==> config.mk <==
export PLATFORM = sky130hd
export DESIGN_NAME = fpq8_front
export DESIGN_NICKNAME = d
export VERILOG_FILES = /design/src/design/fpq8_pkg.sv /design/src/design/fpq8_front.sv
export SDC_FILE = /design/constraint.sdc
export NUM_CORES = 1
export LEC_CHECK = 0
export BUFFER_PORTS_ARGS = -buffer_cell sky130_fd_sc_hd__buf_4
export CORE_AREA = 2 2 166 168
export CTS_BUF_LIST = sky130_fd_sc_hd__clkbuf_2
export DETAILED_ROUTE_END_ITERATION = 10
export DIE_AREA = 0 0 168 170
export PLACE_DENSITY = 0.84
export SYNTH_ARGS = -nofsm -noshare
export SYNTH_HDL_FRONTEND = slang
export SYNTH_SLANG_ARGS = --single-unit
==> constraint.sdc <==
create_clock -name i_clk -period 8.8 [get_ports i_clk]
set_clock_uncertainty 0.1 [all_clocks]
set_input_delay 0.88 -clock i_clk [delete_from_list [all_inputs] [get_ports i_clk]]
set_output_delay 0.88 -clock i_clk [all_outputs]
set_load 0.05 [all_outputs]
==> src/design/fpq8_pkg.sv <==
`default_nettype none
package fpq8_pkg;

    localparam int FRAC_BITS = 8;
    // Width of the scaled dividend |a| << FRAC_BITS, and so of the quotient.
    localparam int NUM_W = 32 + FRAC_BITS;

    localparam logic [3:0] OP_ADD        = 4'd0;
    localparam logic [3:0] OP_SUB        = 4'd1;
    localparam logic [3:0] OP_MUL        = 4'd2;
    localparam logic [3:0] OP_DIV        = 4'd3;
    localparam logic [3:0] OP_CMP        = 4'd4;
    localparam logic [3:0] OP_MIN        = 4'd5;
    localparam logic [3:0] OP_MAX        = 4'd6;
    localparam logic [3:0] OP_INC        = 4'd7;
    localparam logic [3:0] OP_DEC        = 4'd8;
    localparam logic [3:0] OP_INT_TO_FIX = 4'd9;
    localparam logic [3:0] OP_FIX_TO_INT = 4'd10;

    localparam logic [31:0] SAT_MAX = 32'h7FFF_FFFF;
    localparam logic [31:0] SAT_MIN = 32'h8000_0000;

    typedef struct packed {
        logic        [3:0]  opcode;
        logic signed [31:0] operand_a;
        logic signed [31:0] operand_b;
    } t_in_item;

    typedef struct packed {
        logic signed [31:0] result;
        logic               less;
        logic               equal;
        logic               greater;
        logic               range_error;
        logic               divide_by_zero;
    } t_out_item;

    typedef enum logic [2:0] {
        K_SIMPLE = 3'b001,
        K_MUL    = 3'b010,
        K_DIV    = 3'b100
    } t_kind;

    typedef struct packed {
        t_kind       kind;
        logic        neg;
        logic [31:0] mag_a;
        logic [31:0] mag_b;
        t_out_item   out;
    } t_work;

    // Applies a sign to a magnitude, saturating to 32 bits; bit 32 flags saturation.
    function automatic logic [32:0] signed_sat(input logic neg, input logic [63:0] mag);
        logic [32:0] r;
        if (!neg) begin
            if (mag > {32'd0, SAT_MAX}) begin
                r = {1'b1, SAT_MAX};
            end else begin
                r = {1'b0, mag[31:0]};
            end
        end else begin
            if (mag > {32'd0, SAT_MIN}) begin
                r = {1'b1, SAT_MIN};
            end else begin
                r = {1'b0, 32'd0 - mag[31:0]};
            end
        end
        return r;
    endfunction

endpackage
`default_nettype wire

==> src/design/fpq8_front.sv <==
`default_nettype none
module fpq8_front (
    input  wire logic             i_clk,
    input  wire logic             i_rst_n,
    input  wire logic             push,
    input  wire fpq8_pkg::t_in_item i_item,
    output logic                  full,
    input  wire logic             i_take,
    output logic                  o_valid,
    output fpq8_pkg::t_work       o_work
);

    fpq8_pkg::t_work n_work;
    fpq8_pkg::t_work r_mem [2];
    logic            r_wp;
    logic            r_rp;
    logic [1:0]      r_cnt;
    logic            do_push;
    logic            do_pop;
    logic signed [31:0] a;
    logic signed [31:0] b;

    always_comb begin
        a = i_item.operand_a;
        b = i_item.operand_b;
        n_work.kind = fpq8_pkg::K_SIMPLE;
        n_work.neg = a[31] ^ b[31];
        n_work.mag_a = a[31] ? 32'd0 - a : a;
        n_work.mag_b = b[31] ? 32'd0 - b : b;
        n_work.out.less = a < b;
        n_work.out.equal = a == b;
        n_work.out.greater = a > b;
        n_work.out.range_error = 1'b0;
        n_work.out.divide_by_zero = 1'b0;
        n_work.out.result = '0;
        case (i_item.opcode)
            fpq8_pkg::OP_ADD:        n_work.out.result = a + b;
            fpq8_pkg::OP_SUB:        n_work.out.result = a - b;
            fpq8_pkg::OP_MUL:        n_work.kind = fpq8_pkg::K_MUL;
            fpq8_pkg::OP_DIV: begin
                if (b == 32'sd0) begin
                    n_work.out.divide_by_zero = 1'b1;
                    n_work.out.range_error = 1'b1;
                    n_work.out.result = a[31] ? fpq8_pkg::SAT_MIN : fpq8_pkg::SAT_MAX;
                end else begin
                    n_work.kind = fpq8_pkg::K_DIV;
                end
            end
            fpq8_pkg::OP_CMP:        n_work.out.result = a;
            fpq8_pkg::OP_MIN:        n_work.out.result = (a <= b) ? a : b;
            fpq8_pkg::OP_MAX:        n_work.out.result = (a >= b) ? a : b;
            fpq8_pkg::OP_INC:        n_work.out.result = a + 32'sd1;
            fpq8_pkg::OP_DEC:        n_work.out.result = a - 32'sd1;
            fpq8_pkg::OP_INT_TO_FIX: n_work.out.result = a <<< fpq8_pkg::FRAC_BITS;
            fpq8_pkg::OP_FIX_TO_INT: n_work.out.result = a >>> fpq8_pkg::FRAC_BITS;
            default:                 n_work.out.result = '0;
        endcase
    end

    assign full    = r_cnt == 2'd2;
    assign o_valid = r_cnt != 2'd0;
    assign o_work  = r_mem[r_rp];
    assign do_push = push && !full;
    assign do_pop  = i_take && o_valid;

    always_ff @(posedge i_clk) begin
        if (do_push) begin
            r_mem[r_wp] <= n_work;
        end
        if (!i_rst_n) begin
            r_wp  <= 1'b0;
            r_rp  <= 1'b0;
            r_cnt <= 2'd0;
        end else begin
            if (do_push) begin
                r_wp <= !r_wp;
            end
            if (do_pop) begin
                r_rp <= !r_rp;
            end
            r_cnt <= r_cnt + {1'b0, do_push} - {1'b0, do_pop};
        end
    end

endmodule
`default_nettype wire

==> summary.md, run 1 <==
| Metric | Value |
|---|---|
| Detail Placement HPWL | 31600 um |
| Die W | 168 um |
| Final wirelength | 43800 um |
| Nets | around 1700 |
| Clock buffer depth | 3 |
| Grt ovf | 0 |
| Setup-failing EPs final | 0 |
| Drt pass-1 iters | 7 |
| Final RePlAce weighted congestion | 1.01 |
| Initial antenna violation count | 1 |
| Psw | between 1500 and 2000 uW |
| Reg area | between 6000 and 7000 um^2 |
| Final Slew Violations | 0 |
| Yosys reg bits | 213 |
| Syn_area_per_cell | 10.7 um^2 |
| CP arrival | 5800 ps |
| Initial Util | 0.546 |
| Tot Pwr | 3740 uW |
| Placed cells | 1805 |
| Clk Latency, worst-skew pair | 810 ps |
| Rel. slew slack | 0.250 |
| Sw frac | 0.430 |
| Seq/Total Area, Yosys | 0.436 |
| RSZ-0062 raised after global routing | no |
| Final Hold Viols | 0 |
| Root buf cell | clkbuf_2 |
| Post-synthesis net count | 1508 |
| Die height | approximately 170 um |
| Synthesized area | 14600 um^2 |
| Post-CTS Resized | 0 |
| Vias in the first global route | 11933 |
| Post-synth top area cell | edfxtp_1 |
| Initial drt markers | about 1500 |
| Core area | between 20000 and 30000 um^2 |
| Combinational share of power | 0.465 |
| Post-layout worst setup margin | 3430 ps |
| Commonest cells post-synth | edfxtp_1 (208), xnor2_1 (123), mux2_2 (104) |
| Crit. End Element | register |
| Area occupied by multi-input gates | 7680 um^2 |
| Hold Path Class | in -> reg |
| PD cells | 226 nW/um^2 |
| Outcome | complete, no violations |
| Fin cells | 1899 |
| CTS sink cnt | 213 |
| Layout area overhead | 13.7% |
| Clock share of power | 0.172 |
| Setup CP Type | in -> reg |
| Number of fillers in the final layout | 2160 |
| Pre-CTS setup slack | ~2700 ps |
| Setup bufs post-CTS | 0 |
| Worst IR drop on VDD | 0.000115 V |
| Vias per cell | 6.35 |
| Vias | between 10000 and 15000 |
| IO Count | 179 |
| Minimum clock period | 5370 ps |
| Sequential power share | 0.363 |
| Crit-path max FO | 6 |
| CTS buffer count | 53 |
| Pleak | around 0.0065 uW |
| I/O Buffers | 178 |
| MaxCap Viol Count | 0 |
| Routed Antenna Nets | 0 |
| Synth cell types | 76 |
| Fmax | about 0.19 GHz |
| Synthesized instance count | 1364 |
| Number of synthesized flops with an enable pin | 208 |
| Setup TNS | 0 ps |
| Top-count cell post-synth | edfxtp_1 |
| Pin count of the biggest net entering global routing | 61 |
| Ys flop type | edfxtp_1 |
| Top cells by area, synth | edfxtp_1 (43%), mux2_2 (8.0%), xnor2_1 (7.4%), ha_1 (6.0%), a21oi_1 (2.8%) |
| Hold buffers post-CTS | 0 |
| Post-synth top area share | 0.429 |
| Hold_ws | 204 ps |
| Synth warn | 0 |
| Worst-Margin Slew | 1120 ps |
| Crit share post-route | 0.610 |
| Overall Global Routing Usage | 0.299 |
| First-pass GRT wire length | 66000 um |
| Htree depth | 2 |
| Rows | 60 |
| WL per Instance | 23.0 um |
| Critical path data required time | 9240 ps |
| Clock slew at the register clock pins of the worst setup and hold paths | 100 ps |
| Asr flop ratio synth | 0 |
| Setup crit start kind | primary input |
| DRC Markers | 0 |
| Die Area | about 29000 um^2 |
| CTS tree | built |
| Layout cells sized above 1 | 0.261 |
| P_int | between 2000 and 2500 uW |
## registers in the layout (all words and copies together) (netlist names), named ones only
| register | flops |
|---|---|
| r_cnt | 2 |
| r_mem | 208 |
| r_rp | 1 |
| r_wp | 1 |
## worst paths after layout
kind | start | to | slack (ps) | cells after the start
setup reg to reg | r_cnt[0] | r_mem[1][7] | 6320 | 3
hold reg to reg | r_rp | register | 450 | 2
setup / recovery | i_item[2] | r_mem[0][36] | 3430 | 18
hold / removal | i_rst_n | r_cnt[1] | 200 | 2
## layout by cell type (no fill, tap or decap), types with 16 or more instances in the layout
master | synthesis | routed
o21ai_0 | 69 | 69
xor2_1 | 22 | 22
mux2i_1 | 35 | 34
nand2_1 | 97 | 97
mux2_2 | 104 | 104
a21o_1 | 33 | 33
a222oi_1 | 16 | 16
nand3_1 | 26 | 26
nand4_1 | 17 | 17
buf_4 | 3 | 190
nor2_1 | 44 | 42
ha_1 | 70 | 70
xnor2_1 | 123 | 123
a221oi_1 | 19 | 19
edfxtp_1 | 208 | 208
clkbuf_2 | 0 | 81
o211ai_1 | 19 | 19
nor3_1 | 21 | 20
a21oi_1 | 81 | 81
inv_1 | 56 | 56
## through the flow
stage                     instance area (um^2)  utilization
final                                    16600        0.621
after global routing                     16600        0.621
after CTS                                16600        0.621
after detailed placement                 16100        0.604
after global placement                   16100        0.604
after floorplan                          14600            -
## power by group through the flow
stage	clock network [uW]	logic, uW	registers (uW)
finish	642	1740	1360
global route	699	1830	1370
CTS	659	1730	1360
detailed placement	0	1730	1380
global placement	0	1710	1370
floorplan	0	1270	1350
## critical path: stages
cell and delay (ps):
buf_4 130, or3_1 450, or4_1 510, or4_1 500
nand2b_4 200, or4_1 480, xnor2_1 160, a21oi_1 200
ha_1 300, a21oi_1 140, o21ai_0 90, a41oi_1 160
a21boi_0 490, o31a_1 290, o31ai_1 160, o31ai_1 290
mux2i_1 240, nand4_1 130
## routing by layer
metal	part of all wire	wire length, um	track usage
met3	0.11	4770	0.0660
met1	0.41	17900	0.405
met2	0.45	19500	0.467
met4	0.036	1590	0.124
met5	0	0	0
## cells by family (layout without fill, tap and decap cells)
| group | Yosys count | count (layout) | share of synthesized area |
|---|---|---|---|
| AND/OR/NAND/NOR | 303 | 303 | 0.108 |
| buffers and inverters | 146 | 339 | 0.0392 |
| AO/OA/AOI/OAI | 345 | 345 | 0.161 |
| multiplexers | 140 | 140 | 0.105 |
| other | 0 | 1 | 0 |
| flip-flops | 213 | 213 | 0.436 |
| XOR/XNOR | 145 | 145 | 0.0872 |
| adder cells (fa/ha/maj) | 72 | 72 | 0.0629 |
## layout make-up
cell class / instances / area share
timing repair buffer: 190 / 0.0862
clock inverter: 12 / 0.00333
clock buffer: 81 / 0.0245
sequential: 213 / 0.384
inverter: 56 / 0.0127
antenna: 1 / 0.000151
tap: 341 / 0.0258
multi-input combinational: 1005 / 0.464
No activity file was read; power rests on OpenSTA's default activity.
==> run 2, diff against run 1 <==
- PLACE_DENSITY: 0.84 -> 0.87
- clock period: 8.8 -> 4.61 ns (I/O delays scaled with it)
==> run 2 against run 1 <==
  * The run now ends with negative setup slack left
  * Via count up 9.5%
  * Global-route usage increased by 3.8 points
  * Worst setup slack lost 3500 ps
  * Final cell count increased by 10%
  * Register-to-register slack got worse by 4300 ps
  * Worst hold slack got worse by 170 ps
  * Final area up 11%
  * Flip-flop and latch count unchanged
  * Critical path depth rose by 6
  * Power grew 100%
==> summary.md, run 2 (synthesis gave the netlist of run 1 again) <==
| Metric | Value |
|---|---|
| Most used cell, CP | buf_4 (was or4_1) |
| Largest regs | r_mem: 208 flops, r_cnt: 2 flops (unchanged) |
| Core area | 26700 um^2 (unchanged) |
| Rel. slew slack | 0.263 (was 0.250) |
| DRC Markers | 0 (unchanged) |
| Clock share of power | 0.187 (was 0.172) |
| CP Cell Sequence | buf_4, dlygate4sd3_1, buf_4, inv_1, ha_2, nor3b_2, buf_4, buf_4, and3_1, nand2_1, nor2_2, nand3_2, or3_1, xnor2_1, o21ai_0, ha_1, nand2b_1, a2111oi_0, a211oi_1, o31ai_1, buf_4, o31ai_2, mux2i_1, nand4_1 (was buf_4, or3_1, or4_1, or4_1, nand2b_4, or4_1, xnor2_1, a21oi_1, ha_1, a21oi_1, o21ai_0, a41oi_1, a21boi_0, o31a_1, o31ai_1, o31ai_1, mux2i_1, nand4_1) |
| Overall Global Routing Usage | 0.337 (was 0.299) |
| Placed inst area | 17100 um^2 (was 16100 um^2) |
| Htree depth | 2 (unchanged) |
| Area occupied by multi-input gates | 7810 um^2 (was 7680 um^2) |
| Vias | 13212 (was 12065) |
| Number of fillers in the final layout | 1937 (was 2160) |
| Setup TNS | -32.6 ps (was 0 ps) |
| Slowest CP cell | dlygate4sd3_1 (was or4_1) |
| Psw | 3230 uW (was 1610 uW) |
| Sw frac | 0.424 (was 0.430) |
| Grt ovf | 0 (unchanged) |
| Critical path data required time | 5120 ps (was 9240 ps) |
| Outcome | finished with violations (was complete, no violations) |
| Detail Placement HPWL | 34700 um (was 31600 um) |
| Commonest non-fill, non-tap cell in the layout | buf_4 (was edfxtp_1) |
| Placed cells | 1934 (was 1805) |
| Fin cells | 2094 (was 1899) |
| FF-to-FF End | r_mem[0][33] (was r_mem[1][7]) |
| Setup CP Type | in -> reg (unchanged) |
| Clock buffer depth | 3 (unchanged) |
| Combinational share of power | 0.472 (was 0.465) |
| Vias per cell | 6.31 (was 6.35) |
| Pleak | 0.00751 uW (was 0.00655 uW) |
| MaxCap Viol Count | 0 (unchanged) |
| Reg area | 6350 um^2 (unchanged) |
| First-pass GRT wire length | 74000 um (was 66000 um) |
| Final Hold Viols | 0 (unchanged) |
| Fmax | ~0.22 GHz |
| R2R Path Start | r_cnt[0] (unchanged) |
| Root buf cell | clkbuf_2 (unchanged) |
| R2R depth | 4 (was 3) |
| Worst IR drop on VDD | 0.000228 V (was 0.000115 V) |
| Most frequent cells in the layout | buf_4 (317), edfxtp_1 (208), xnor2_1 (123), mux2_2 (104), nand2_1 (97) (was edfxtp_1 (208), buf_4 (190), xnor2_1 (123), mux2_2 (104), nand2_1 (97)) |
| CP arrival | 5140 ps (was 5800 ps) |
| Buffers & Inverters on Critical Path | 7 (was 1) |
| IO Count | 179 (unchanged) |
| Worst-Margin Slew | 1100 ps (was 1120 ps) |
| Delay-heaviest family, CP | simple AND/OR/NAND/NOR gates (unchanged) |
| Setup-failing EPs final | 2 (was 0) |
| Layout cells sized above 1 | 0.319 (was 0.261) |
| Post-route design area | 18400 um^2 (was 16600 um^2) |
| Top reg by flops | r_mem (unchanged) |
| Sequential power share | 0.341 (was 0.363) |
| Initial antenna violation count | 2 (was 1) |
| PD cells | 414 nW/um^2 (was 226 nW/um^2) |
| Initial drt markers | 1621 (was 1520) |
| Clock slew at the register clock pins of the worst setup and hold paths | 110 ps (was 100 ps) |
| Crit-path max FO | 6 (unchanged) |
| Worst path max stage delay | 550 ps (was 510 ps) |
| Hold Path Class | in -> reg (unchanged) |
| P_int | 4390 uW (was 2130 uW) |
| Worst Hold Endpoint | r_mem[1][51] (was r_cnt[1]) |
| Setup crit start kind | primary input (unchanged) |
| Vias in the first global route | 13395 (was 11933) |
| Hold Crit Depth | 2 (unchanged) |
| Final Slew Violations | 0 (unchanged) |
| Crit share post-route | 1.00 |
| Nets | 1855 (was 1663) |
| Pin count of the biggest net entering global routing | 77 (was 61) |
| Routed Antenna Nets | 0 (unchanged) |
| Die height | 170 um (unchanged) |
| Final RePlAce weighted congestion | 1.01 (about the same) |
| Failing checks | negative setup slack |
| Hold Crit Start | i_item[14] (was i_rst_n) |
| R2r setup slk | 2060 ps (was 6320 ps) |
| Die Area | 28600 um^2 (unchanged) |
| Final wirelength | 49100 um (was 43800 um) |
| CTS sink cnt | 213 (unchanged) |
| Tot Pwr | 7610 uW (was 3740 uW) |
| Crit. End Element | register (unchanged) |
| Hold_ws | 29.3 ps (was 204 ps) |
| Initial Util | 0.546 (unchanged) |
| Die W | 168 um (unchanged) |
| Largest register FFs | 208 (unchanged) |
| Post-layout worst setup margin | -16.3 ps (was 3430 ps) |
| CTS tree | built (unchanged) |
| WL per Instance | 23.4 um (was 23.0 um) |
| Clk Latency, worst-skew pair | 880 ps (was 810 ps) |
| Drt pass-1 iters | 8 (was 7) |
| Minimum clock period | between 4000 and 5000 ps |
| Rows | 60 (unchanged) |
| Layout area overhead | 26.4% (was 13.7%) |
| CTS buffer count | 53 (unchanged) |
| I/O Buffers | 178 (unchanged) |
-- run 2: changes by cell type in the layout (fill, tap and decap cells not counted), moves of 4 or more --
cell,change
buf_4,+127
dlygate4sd3_1,+62
clkinv_1,+5
clkbuf_2,-4
-- run 2: repair_timing --
action                                  CTS  global route
endpoints found under the setup margin    0            20
gates resized for setup                   0            21
hold endpoints to repair                139             2
hold buffers                             61             1
buffers inserted                          0             1
-- run 2: final cells by class --
cell class	instances	share of cell area
Timing Repair Buffer	382	0.166
Antenna cell	1	0.000136
Inverter	56	0.0114
Tap cell	341	0.0232
Multi-Input combinational cell	1005	0.424
Clock buffer	77	0.0209
Sequential cell	213	0.345
Clock inverter	19	0.00863
-- run 2: worst max-delay path by stage --
stage                    from           end  cells past startpoint
floorplan           i_item[2]  r_mem[0][33]                     17
global placement    i_item[2]  r_mem[0][35]                     19
detailed placement  i_item[2]  r_mem[1][35]                     19
CTS                 i_item[0]  r_mem[0][35]                     22
global route        i_item[2]  r_mem[0][35]                     19
finish              i_item[0]  r_mem[1][36]                     24
-- run 2: worst register-to-register path: cells and delay by family (launching register included) --
kind	cells	cell delay, ps
buffers and inverters	1	480
AND/OR/NAND/NOR	3	1160
flip-flops	1	370
-- run 2: stage by stage --
step,util,setup slack [ps]
global route,0.691,-41.6
floorplan,-,-250
CTS,0.687,59.4
global placement,0.643,-576
finish,0.691,-16.3
detailed placement,0.643,-623
-- run 2: power groups by stage --
stage	Clock (uW)	Combinational [uW]	Sequential, uW
floorplan	0	2430	2570
global placement	0	3430	2610
detailed placement	0	3470	2640
CTS	1420	3530	2590
global route	1530	3750	2620
finish	1430	3590	2600
-- run 2: per-layer routing --
layer | track usage | up-vias | routed length [um] | share of wire
li1 | - | 5891 | - | -
met1 | 0.431 | 6301 | 19000 | 0.39
met2 | 0.543 | 831 | 22400 | 0.46
met3 | 0.0874 | 187 | 5550 | 0.11
met4 | 0.145 | 2 | 2140 | 0.044
met5 | 0 | - | 13 | 0.00026
